## config.mk

```make
export PLATFORM = sky130hd
export DESIGN_NAME = open_addressing_hash_table
export DESIGN_NICKNAME = d
export VERILOG_FILES = /design/src/oaht_pkg.sv /design/src/open_addressing_hash_table.sv /design/src/oaht_mod.sv
export VERILOG_INCLUDE_DIRS = /design/src /design/src/src
export SDC_FILE = /design/constraint.sdc
export NUM_CORES = 2
export LEC_CHECK = 0
export BUFFER_PORTS_ARGS = -buffer_cell sky130_fd_sc_hd__buf_2
export CORE_MARGIN = 1.5
export CORE_UTILIZATION = 30
export DETAILED_ROUTE_END_ITERATION = 10
export PLACE_DENSITY_LB_ADDON = 0.3
export SLEW_MARGIN = 20
export SYNTH_ARGS = -nofsm -noshare
export SYNTH_HDL_FRONTEND = slang
export SYNTH_SLANG_ARGS = --single-unit
```

## constraint.sdc

```tcl
create_clock -name clk -period 4.7 [get_ports clk]
set_input_delay 0.235 -clock clk [delete_from_list [all_inputs] [get_ports clk]]
set_output_delay 0.235 -clock clk [all_outputs]
set_load 0.02 [all_outputs]
```

## src/assert_macros.svh

```systemverilog
// assertion macros used by the top-level rtl file
`ifndef ASSERT_MACROS_SVH
`define ASSERT_MACROS_SVH

// same-cycle implication, sampled on clk, off during reset
`define ASSERT_NOW(label, ante, cons) \
	label: assert property (@(posedge clk) disable iff (!arst_n) (ante) |-> (cons)) \
		else $error("assertion failed");

// next-cycle implication, sampled on clk, off during reset
`define ASSERT_NEXT(label, ante, cons) \
	label: assert property (@(posedge clk) disable iff (!arst_n) (ante) |=> (cons)) \
		else $error("assertion failed");

`endif

```

## src/oaht_pkg.sv

```systemverilog
// types and constants of the open addressing hash table
`default_nettype none

package oaht_pkg;

	// width of the modulus register and of the home remainder
	localparam int MOD_W = 6;

	typedef enum logic [1:0] {
		CMD_CLEAR  = 2'd0,
		CMD_INSERT = 2'd1,
		CMD_SEARCH = 2'd2,
		CMD_DELETE = 2'd3
	} cmd_t;

	typedef enum logic [1:0] {
		ST_OK   = 2'd0,
		ST_MISS = 2'd1,
		ST_FULL = 2'd2
	} status_t;

	typedef enum logic [1:0] {
		MARK_EMPTY   = 2'd0,
		MARK_USED    = 2'd1,
		MARK_DELETED = 2'd2
	} mark_t;

	typedef enum logic {
		REG_MODULUS = 1'b0,
		REG_STEP    = 1'b1
	} reg_idx_t;

	typedef struct packed {
		cmd_t        cmd;
		logic [15:0] key;
		logic [15:0] score;
	} req_t;

	typedef struct packed {
		status_t     status;
		logic [4:0]  slot;
		logic [15:0] found_score;
		logic [5:0]  probe_count;
	} rsp_t;

endpackage

`default_nettype wire

```

## src/open_addressing_hash_table.sv

```systemverilog
// top level of the open addressing hash table with fixed-step probing
`default_nettype none
`include "assert_macros.svh"

// usage
// - req channel (valid/ready) carries one command per transfer: clear, insert,
//   search or delete, with key and score; rsp channel returns one result
//   (status, slot, found score, probe count) per command, in order
// - apb port: 0x0 hash modulus, 0x4 probe step; write only while idle
// - one command at a time; req_ready is high while no command is in work
// - insert, search and delete run the low KEY_BITS (at most 16) key bits through
//   the bit-serial remainder unit, then probe from the home slot one slot after
//   another (1 to TABLE_SIZE slots, since the slot memory has a single read
//   port) and then load the output register
// - clear sweeps the slot memory one entry a cycle
// - the next command can be accepted in the cycle after a result is loaded;
//   no new command is taken before the last one has loaded its result
// - after reset the same sweep runs with req_ready low;
//   apb writes are taken during it
// - a stalled rsp holds its result in the output register; the next command
//   is accepted meanwhile and waits only at its own output load

module open_addressing_hash_table #(
	parameter int TABLE_SIZE = 32,
	parameter int KEY_BITS   = 16
) (
	input  logic            clk,
	input  logic            arst_n,
	input  logic            req_valid,
	output logic            req_ready,
	input  oaht_pkg::req_t  req,
	output logic            rsp_valid,
	input  logic            rsp_ready,
	output oaht_pkg::rsp_t  rsp,
	input  logic            psel,
	input  logic            penable,
	input  logic            pwrite,
	input  logic [2:0]      paddr,
	input  logic [31:0]     pwdata,
	output logic [31:0]     prdata,
	output logic            pready
);
	import oaht_pkg::*;

	localparam int SK   = (KEY_BITS < 16) ? KEY_BITS : 16;  // stored key width
	localparam int PW   = (TABLE_SIZE > 1) ? $clog2(TABLE_SIZE) : 1;
	localparam int CW   = $clog2(TABLE_SIZE + 1);
	localparam int RW   = MOD_W + PW + 1;

	typedef struct packed {
		mark_t          mark;
		logic [SK-1:0]  key;
		logic [15:0]    score;
	} entry_t;

	typedef enum logic [2:0] {
		S_CLR,
		S_IDLE,
		S_DIV,
		S_PROBE,
		S_FIN
	} state_t;

	// reduce a value below 64 modulo the table size, six compare-subtract steps
	function automatic logic [PW-1:0] reduce_ts(input logic [MOD_W-1:0] v);
		logic [MOD_W-1:0] r;
		logic [RW-1:0]    lim;
		r = v;
		for (int i = MOD_W - 1; i >= 0; i--) begin
			lim = RW'(TABLE_SIZE) << i;
			if (RW'(r) >= lim) begin
				r = r - MOD_W'(lim);
			end
		end
		return PW'(r);
	endfunction

	// probe count is reported saturated to six bits
	function automatic logic [5:0] sat6(input logic [CW-1:0] p);
		logic [CW+5:0] pw;
		pw = (CW + 6)'(p);
		return (pw > (CW + 6)'(63)) ? 6'd63 : 6'(pw);
	endfunction

	// configuration registers
	logic [MOD_W-1:0] hash_mod_q;
	logic [4:0]       probe_step_q;

	// control and payload registers
	state_t           state_q;
	cmd_t             cmd_q;
	logic [SK-1:0]    key_q;
	logic [15:0]      score_q;
	logic [PW-1:0]    pos_q;
	logic [CW-1:0]    cnt_q;
	logic [PW-1:0]    clr_idx_q;
	logic             clr_cmd_q;
	rsp_t             res_q;
	rsp_t             rsp_q;
	logic             rsp_valid_q;

	// slot memory, one read and one write port, registered read data
	entry_t           slot_mem_q [TABLE_SIZE];
	entry_t           rd_data_q;
	logic [PW-1:0]    rd_addr;
	logic             wr_en;
	logic [PW-1:0]    wr_addr;
	entry_t           wr_data;

	// remainder unit
	logic             mod_start;
	logic             mod_done;
	logic [MOD_W-1:0] mod_div;
	logic [MOD_W-1:0] mod_rem;

	// probe datapath
	logic             req_fire;
	logic [PW-1:0]    home;
	logic [PW-1:0]    step_ts;
	logic [PW:0]      next_sum;
	logic [PW-1:0]    next_pos;
	logic             key_hit;
	logic             take;
	logic             hit;
	logic             miss;
	logic             last;
	logic             stop;
	rsp_t             res_n;

	assign req_ready = (state_q == S_IDLE);
	assign req_fire  = req_valid && req_ready;
	assign rsp_valid = rsp_valid_q;
	assign rsp       = rsp_q;
	assign pready    = 1'b1;

	// apb registers, decoded on the word address bit only
	always_ff @(posedge clk or negedge arst_n) begin
		if (!arst_n) begin
			hash_mod_q   <= MOD_W'(7);
			probe_step_q <= 5'd9;
		end else if (psel && penable && pwrite) begin
			case (reg_idx_t'(paddr[2]))
				REG_MODULUS: hash_mod_q   <= pwdata[MOD_W-1:0];
				REG_STEP:    probe_step_q <= pwdata[4:0];
				default:     ;
			endcase
		end
	end

	always_comb begin
		case (reg_idx_t'(paddr[2]))
			REG_MODULUS: prdata = {{(32 - MOD_W){1'b0}}, hash_mod_q};
			REG_STEP:    prdata = {27'd0, probe_step_q};
			default:     prdata = '0;
		endcase
	end

	// a zero modulus behaves as one
	assign mod_div   = (hash_mod_q == '0) ? MOD_W'(1) : hash_mod_q;
	assign mod_start = req_fire && (req.cmd != CMD_CLEAR);

	oaht_mod #(
		.DW (SK)
	) u_mod (
		.clk      (clk),
		.arst_n   (arst_n),
		.start    (mod_start),
		.dividend (req.key[SK-1:0]),
		.divisor  (mod_div),
		.done     (mod_done),
		.rem      (mod_rem)
	);

	// home slot and next probe position
	assign home     = reduce_ts(mod_rem);
	assign step_ts  = reduce_ts(MOD_W'(probe_step_q));
	assign next_sum = {1'b0, pos_q} + {1'b0, step_ts};
	assign next_pos = (next_sum >= (PW + 1)'(TABLE_SIZE)) ?
		PW'(next_sum - (PW + 1)'(TABLE_SIZE)) : PW'(next_sum);

	// decision on the slot read in the previous cycle
	always_comb begin
		key_hit = (rd_data_q.mark == MARK_USED) && (rd_data_q.key == key_q);
		take    = 1'b0;
		hit     = 1'b0;
		miss    = 1'b0;
		case (cmd_q)
			CMD_INSERT: take = (rd_data_q.mark != MARK_USED);
			CMD_SEARCH,
			CMD_DELETE: begin
				hit  = key_hit;
				miss = (rd_data_q.mark == MARK_EMPTY);
			end
			default: ;
		endcase
		last = (cnt_q == CW'(TABLE_SIZE - 1));
		stop = take || hit || miss || last;

		res_n             = '0;
		res_n.probe_count = sat6(cnt_q + 1'b1);
		if (take || hit) begin
			res_n.status = ST_OK;
			res_n.slot   = 5'(pos_q);
			if (hit && (cmd_q == CMD_SEARCH)) begin
				res_n.found_score = rd_data_q.score;
			end
		end else if (cmd_q == CMD_INSERT) begin
			res_n.status = ST_FULL;
		end else begin
			res_n.status = ST_MISS;
		end
	end

	// memory port control
	always_comb begin
		wr_en   = 1'b0;
		wr_addr = pos_q;
		wr_data = '0;
		rd_addr = pos_q;
		case (state_q)
			S_CLR: begin
				// sweep writes an empty mark, key and score are don't care
				wr_en        = 1'b1;
				wr_addr      = clr_idx_q;
				wr_data.mark = MARK_EMPTY;
			end
			S_DIV: begin
				if (mod_done) begin
					rd_addr = home;
				end
			end
			S_PROBE: begin
				if (take) begin
					wr_en         = 1'b1;
					wr_data.mark  = MARK_USED;
					wr_data.key   = key_q;
					wr_data.score = score_q;
				end else if (hit && (cmd_q == CMD_DELETE)) begin
					wr_en        = 1'b1;
					wr_data      = rd_data_q;
					wr_data.mark = MARK_DELETED;
				end
				if (!stop) begin
					rd_addr = next_pos;
				end
			end
			default: ;
		endcase
	end

	// writes land only at the end of an operation or in the sweep, and the
	// next probe read follows the finish, idle and remainder states: no forwarding
	always_ff @(posedge clk) begin
		if (wr_en) begin
			slot_mem_q[wr_addr] <= wr_data;
		end
		rd_data_q <= slot_mem_q[rd_addr];
	end

	// sequencer and output register
	always_ff @(posedge clk or negedge arst_n) begin
		if (!arst_n) begin
			state_q     <= S_CLR;
			clr_idx_q   <= '0;
			clr_cmd_q   <= 1'b0;
			rsp_valid_q <= 1'b0;
			cnt_q       <= '0;
		end else begin
			// output register: loaded from the finish state, freed by a transfer
			if ((state_q == S_FIN) && (!rsp_valid_q || rsp_ready)) begin
				rsp_valid_q <= 1'b1;
			end else if (rsp_valid_q && rsp_ready) begin
				rsp_valid_q <= 1'b0;
			end
			case (state_q)
				S_CLR: begin
					clr_idx_q <= clr_idx_q + 1'b1;
					if (clr_idx_q == PW'(TABLE_SIZE - 1)) begin
						// clear command reports all zero
						res_q   <= '0;
						state_q <= clr_cmd_q ? S_FIN : S_IDLE;
					end
				end
				S_IDLE: begin
					if (req_fire) begin
						cmd_q   <= req.cmd;
						key_q   <= req.key[SK-1:0];
						score_q <= req.score;
						if (req.cmd == CMD_CLEAR) begin
							clr_idx_q <= '0;
							clr_cmd_q <= 1'b1;
							state_q   <= S_CLR;
						end else begin
							state_q <= S_DIV;
						end
					end
				end
				S_DIV: begin
					if (mod_done) begin
						pos_q   <= home;
						cnt_q   <= '0;
						state_q <= S_PROBE;
					end
				end
				S_PROBE: begin
					if (stop) begin
						res_q   <= res_n;
						state_q <= S_FIN;
					end else begin
						pos_q <= next_pos;
						cnt_q <= cnt_q + 1'b1;
					end
				end
				S_FIN: begin
					// load once the previous result has been taken
					if (!rsp_valid_q || rsp_ready) begin
						rsp_q   <= res_q;
						state_q <= S_IDLE;
					end
				end
				default: state_q <= S_IDLE;
			endcase
		end
	end

	// the remainder unit finishes only while the sequencer waits for it
	`ASSERT_NOW(a_mod_done_in_div, mod_done, state_q == S_DIV)
	// the slot memory is written only by the sweep or at the end of a probe run
	`ASSERT_NOW(a_wr_owner, wr_en, (state_q == S_CLR) || ((state_q == S_PROBE) && stop))
	// probe position stays inside the table
	`ASSERT_NOW(a_pos_range, state_q == S_PROBE, (PW + 1)'(pos_q) < (PW + 1)'(TABLE_SIZE))
	// a free output register is loaded in the cycle after the finish state
	`ASSERT_NEXT(a_fin_loads, (state_q == S_FIN) && !rsp_valid_q, rsp_valid_q)

endmodule

`default_nettype wire

```

## src/oaht_mod.sv

```systemverilog
// bit-serial remainder unit: dividend modulo a narrow divisor
`default_nettype none

module oaht_mod #(
	parameter int DW = 16
) (
	input  logic                        clk,
	input  logic                        arst_n,
	input  logic                        start,
	input  logic [DW-1:0]               dividend,
	input  logic [oaht_pkg::MOD_W-1:0]  divisor,
	output logic                        done,
	output logic [oaht_pkg::MOD_W-1:0]  rem
);
	import oaht_pkg::*;

	localparam int CNT_W = $clog2(DW + 1);

	logic [DW-1:0]    dv_q;
	logic [MOD_W-1:0] rem_q;
	logic [MOD_W-1:0] div_q;
	logic [CNT_W-1:0] cnt_q;
	logic             run_q;
	logic             done_q;
	logic [MOD_W:0]   trial;
	logic [MOD_W-1:0] rem_n;

	// one restoring step: shift in the next dividend bit, subtract if it fits
	always_comb begin
		trial = {rem_q, dv_q[DW-1]};
		if (trial >= {1'b0, div_q}) begin
			rem_n = MOD_W'(trial - {1'b0, div_q});
		end else begin
			rem_n = MOD_W'(trial);
		end
	end

	always_ff @(posedge clk or negedge arst_n) begin
		if (!arst_n) begin
			run_q  <= 1'b0;
			done_q <= 1'b0;
			cnt_q  <= '0;
		end else if (start) begin
			dv_q   <= dividend;
			div_q  <= divisor;
			rem_q  <= '0;
			cnt_q  <= CNT_W'(DW);
			run_q  <= 1'b1;
			done_q <= 1'b0;
		end else if (run_q) begin
			rem_q  <= rem_n;
			dv_q   <= dv_q << 1;
			cnt_q  <= cnt_q - 1'b1;
			run_q  <= (cnt_q != CNT_W'(1));
			done_q <= (cnt_q == CNT_W'(1));
		end else begin
			done_q <= 1'b0;
		end
	end

	assign done = done_q;
	assign rem  = rem_q;

endmodule

`default_nettype wire

```

==> results_tabular.tex <==
\begin{tabular}{lr}
\hline
Metric & Value \\
\hline
\multicolumn{2}{l}{\textbf{Yosys}} \\
Count of distinct cell types in the synthesized netlist & 76 \\
Synthesized area per cell & 14.6 µm² \\
Synthesis-stage register bit count & 1281 \\
Largest cells by area after synthesis & edfxtp\_1 (71\%), nand2\_1 (4.2\%), a211oi\_1 (4.0\%) \\
Gate count after technology mapping & 3532 \\
Post-synthesis cell type with the largest combined area & edfxtp\_1 \\
Number of enable flip-flop cells after synthesis & 1213 \\
Yosys warns & 0 \\
FFs w/ async S/R, synth & 2.65\% \\
Post-synth top flop & edfxtp\_1 \\
Post-Synthesis Cell Area & 51400 µm² \\
Post-synthesis sequential area ratio & 73.8\% \\
Area share of the largest cell type after synthesis & 70.8\% \\
\multicolumn{2}{l}{\textbf{Power and ir drop}} \\
Reported leakage power & 20.4 nW \\
Peak supply drop & 0.514 mV \\
Total power draw & 0.0395 W \\
Power density cells & 655 nW/µm² \\
\multicolumn{2}{l}{\textbf{STA}} \\
Transition time at the pin with the least slew margin & 1.11 ns \\
Final worst clock skew & 0.0318 ns \\
Final count of hold timing violations & 0 \\
Maximum clock frequency & 0.234 GHz \\
Final setup violation count & 0 \\
Relative slew margins & 25.1\% \\
Unrepaired setup endpoints after global routing & false \\
Min cycle time layout & 4.28 ns \\
Final Cycle Share & 91.0\% \\
Final Max Slew Viols & 0 \\
Setup TNS & 0 ns \\
\multicolumn{2}{l}{\textbf{Global routing}} \\
First-pass GRT wire length & 214000 µm \\
Remaining global-route overflow & 0 \\
Number of global-route vias before repair & 30.2k \\
GRT Resource Usage Total & 16.6\% \\
Antenna violations before repair & 3 \\
Maximum number of pins on one net before global-route repair & 153 \\
\multicolumn{2}{l}{\textbf{Hold path}} \\
Path class of the lowest-slack min-delay path & input port to register \\
\multicolumn{2}{l}{\textbf{CTS}} \\
Clock H-tree levels & 4 \\
Clock tree buffer depth & 3 \\
Clock latency of the later-clocked register in the worst-skew pair & 0.78 ns \\
Master cell of the clock root buffer & clkbuf\_16 \\
Clock Sink Count & 1281 \\
Number of post-CTS setup repair buffers & 0 \\
Cells resized by post-CTS repair & 0 \\
TritonCTS Buffers & 132 \\
Clock tree from TritonCTS & built \\
Clk pin slew, worst setup/hold paths & 0.06 ns \\
Hold-fix buffers, CTS & 49 \\
\multicolumn{2}{l}{\textbf{Drt}} \\
Initial detailed-routing violation count & 3036 \\
Wire length after detailed routing & 147000 µm \\
Vias & 31.1k \\
Remaining design rule violation count & 0 \\
Post-DR wirelength/cell & 24.5 µm \\
Detail-routed via count per cell & 5.16 \\
Pre-Repair DR Iteration Count & 6 \\
Remaining antenna violation count after routing & 0 \\
\multicolumn{2}{l}{\textbf{Placement}} \\
DP Area & 55500 µm² \\
Weighted congestion reported at the end of routability-driven placement & 0.781 \\
DPL Wire Length & 77500 µm \\
Count of input and output buffers & 84 \\
\multicolumn{2}{l}{\textbf{Critical path}} \\
Worst reg2reg path depth & 12 \\
Crit-path max FO & 44 \\
Endpoint class of the critical path & register \\
Slack of the worst reg-to-reg path & 0.42 ns \\
Arr. time, crit path & 4.88 ns \\
Setup CP Type & register to register \\
Origin of the critical flop-to-flop path & pos\_q[0] \\
Critical Path RT & 5.31 ns \\
Reg2reg end & rd\_data\_q[27] \\
Startpoint class of the critical path & register \\
Crit path to & rd\_data\_q[27] \\
Launch point of the worst path & pos\_q[0] \\
\multicolumn{2}{l}{\textbf{Floorplanning}} \\
Row Count & 151 \\
Die ar. & 174000 µm² \\
Total core area & 170000 µm² \\
Die span in x & 417 µm \\
Die Ht & 417 µm \\
Boundary Pins & 140 \\
Initial standard-cell utilization of the core & 30.3\% \\
\multicolumn{2}{l}{\textbf{Final layout}} \\
Number of nets at the end of the flow & 3793 \\
Utilization of the core after routing & 35.5\% \\
Post-synthesis to final-layout area growth & 17.2\% \\
Antenna Diode Count & 0 \\
Fillers & 16.1k \\
Summed area of non-filler cells in the final layout & 60300 µm² \\
Layout cells sized above 1 & 17.1\% \\
\multicolumn{2}{l}{\textbf{Run}} \\
Number of maximum-capacitance violations & 0 \\
\multicolumn{2}{l}{\textbf{Run status}} \\
Status & finished clean \\
\hline
\end{tabular}
==> registers in the layout, indices dropped and copies added, names as in the netlist, 2 cells and up <==
signal and flops:
clr_idx_q 5, cmd_q 2, cnt_q 6, hash_mod_q 6, key_q 16, pos_q 5, probe_step_q 5, rd_data_q 34
res_q 29, rsp 29, score_q 16, slot_mem_q 1088, state_q 3, u_mod.cnt_q 5, u_mod.div_q 6, u_mod.dv_q 16
u_mod.rem 6
==> layout by cell type (no fill, tap or decap), drive strengths merged, types with 34 or more instances in the layout <==
cell and count:
edfxtp 1213, nand2 576, and3 279, a211oi 277
buf 249, a31oi 204, clkbuf 180, nor2 76
o22ai 73, o2bb2ai 68, a31o 68, dlygate4sd3 49
mux2 39, nor4 39, clkinv 38, a22o 35
dfxtp 34
==> kinds of logic after synthesis <==
logic type      count (synthesis)  share of synthesized area (%)
flops                        1281                           73.8
simple gates                 1063                           10.2
compound gates                787                           11.2
buf+inv                       307                           2.80
mux                            45                          0.970
xor+xnor                       30                          0.511
fa+ha+maj                      17                          0.443
other cells                     2                         0.0146
==> worst min path at each step <==
stage | start | to | slack (ns) | cells past startpoint
3_3_place_gp | arst_n | hash_mod_q[5] | 0.29 | 1
6_report | penable | hash_mod_q[4] | 0.11 | 3
4_1_cts | penable | hash_mod_q[4] | 0.03 | 3
3_5_place_dp | arst_n | hash_mod_q[5] | 0.29 | 1
2_1_floorplan | arst_n | clr_cmd_q | -0.06 | 0
5_1_grt | penable | hash_mod_q[5] | 0.11 | 3
==> through the flow <==
stage,instances,hold WS (ns),worst slack [ns]
4_1_cts,6025,0.0335,0.408
6_report,6025,0.109,0.424
5_1_grt,6025,0.115,0.252
3_5_place_dp,5735,0.288,0.437
3_3_place_gp,5735,0.289,0.458
2_1_floorplan,3557,-0.0606,0.840
==> area by class of cell <==
cell class / count / area, µm² / area share, %
Timing Repair Buffer: 298 / 2730 / 4.52
Clock inverter: 61 / 677 / 1.12
Sequential cell: 1281 / 38000 / 63.0
Clock buffer: 180 / 3610 / 6.00
Multi-Input combinational cell: 1969 / 12500 / 20.7
Tap cell: 2218 / 2780 / 4.60
Inverter: 18 / 75.1 / 0.125
==> power breakdown <==
part	internal, W	total (W)	switching, W
logic	0.00513	0.0147	0.00961
registers	0.0137	0.0143	0.000601
clock network	0.00596	0.0105	0.00450
total	0.0248	0.0395	0.0147
==> critical path: stages, from the launching register on <==
cell and delay [ns]:
edfxtp_1 0.41, ha_1 0.24, fa_1 0.49, inv_1 0.04, o311ai_0 0.68, o21ai_4 0.14, and2_4 0.28, inv_8 0.31
buf_4 0.40, a211oi_1 0.13, a31o_2 0.23, o2bb2ai_1 0.13, nor4_2 0.53
==> synth_stat cells, types with 23 or more instances <==
master / n
nor2_1: 75
o22ai_1: 63
dfrtp_1: 29
o2bb2ai_1: 68
clkbuf_1: 136
buf_4: 37
dfxtp_1: 34
a22o_1: 35
nand2_1: 576
edfxtp_1: 1213
mux2_2: 39
a31o_2: 63
and2_1: 23
a31oi_1: 204
a211oi_1: 277
and3_1: 279
nor4_2: 33
buf_2: 107
==> routing by layer <==
metal | vias to the layer above | part of all wire, % | global-route usage [%]
li1 | 14000 | - | -
met1 | 15900 | 44 | 22.7
met2 | 977 | 48 | 27.3
met3 | 212 | 5.8 | 2.47
met4 | 2 | 2.4 | 5.08
met5 | - | 0.0088 | 0
No activity file was read; power rests on OpenSTA's default activity.
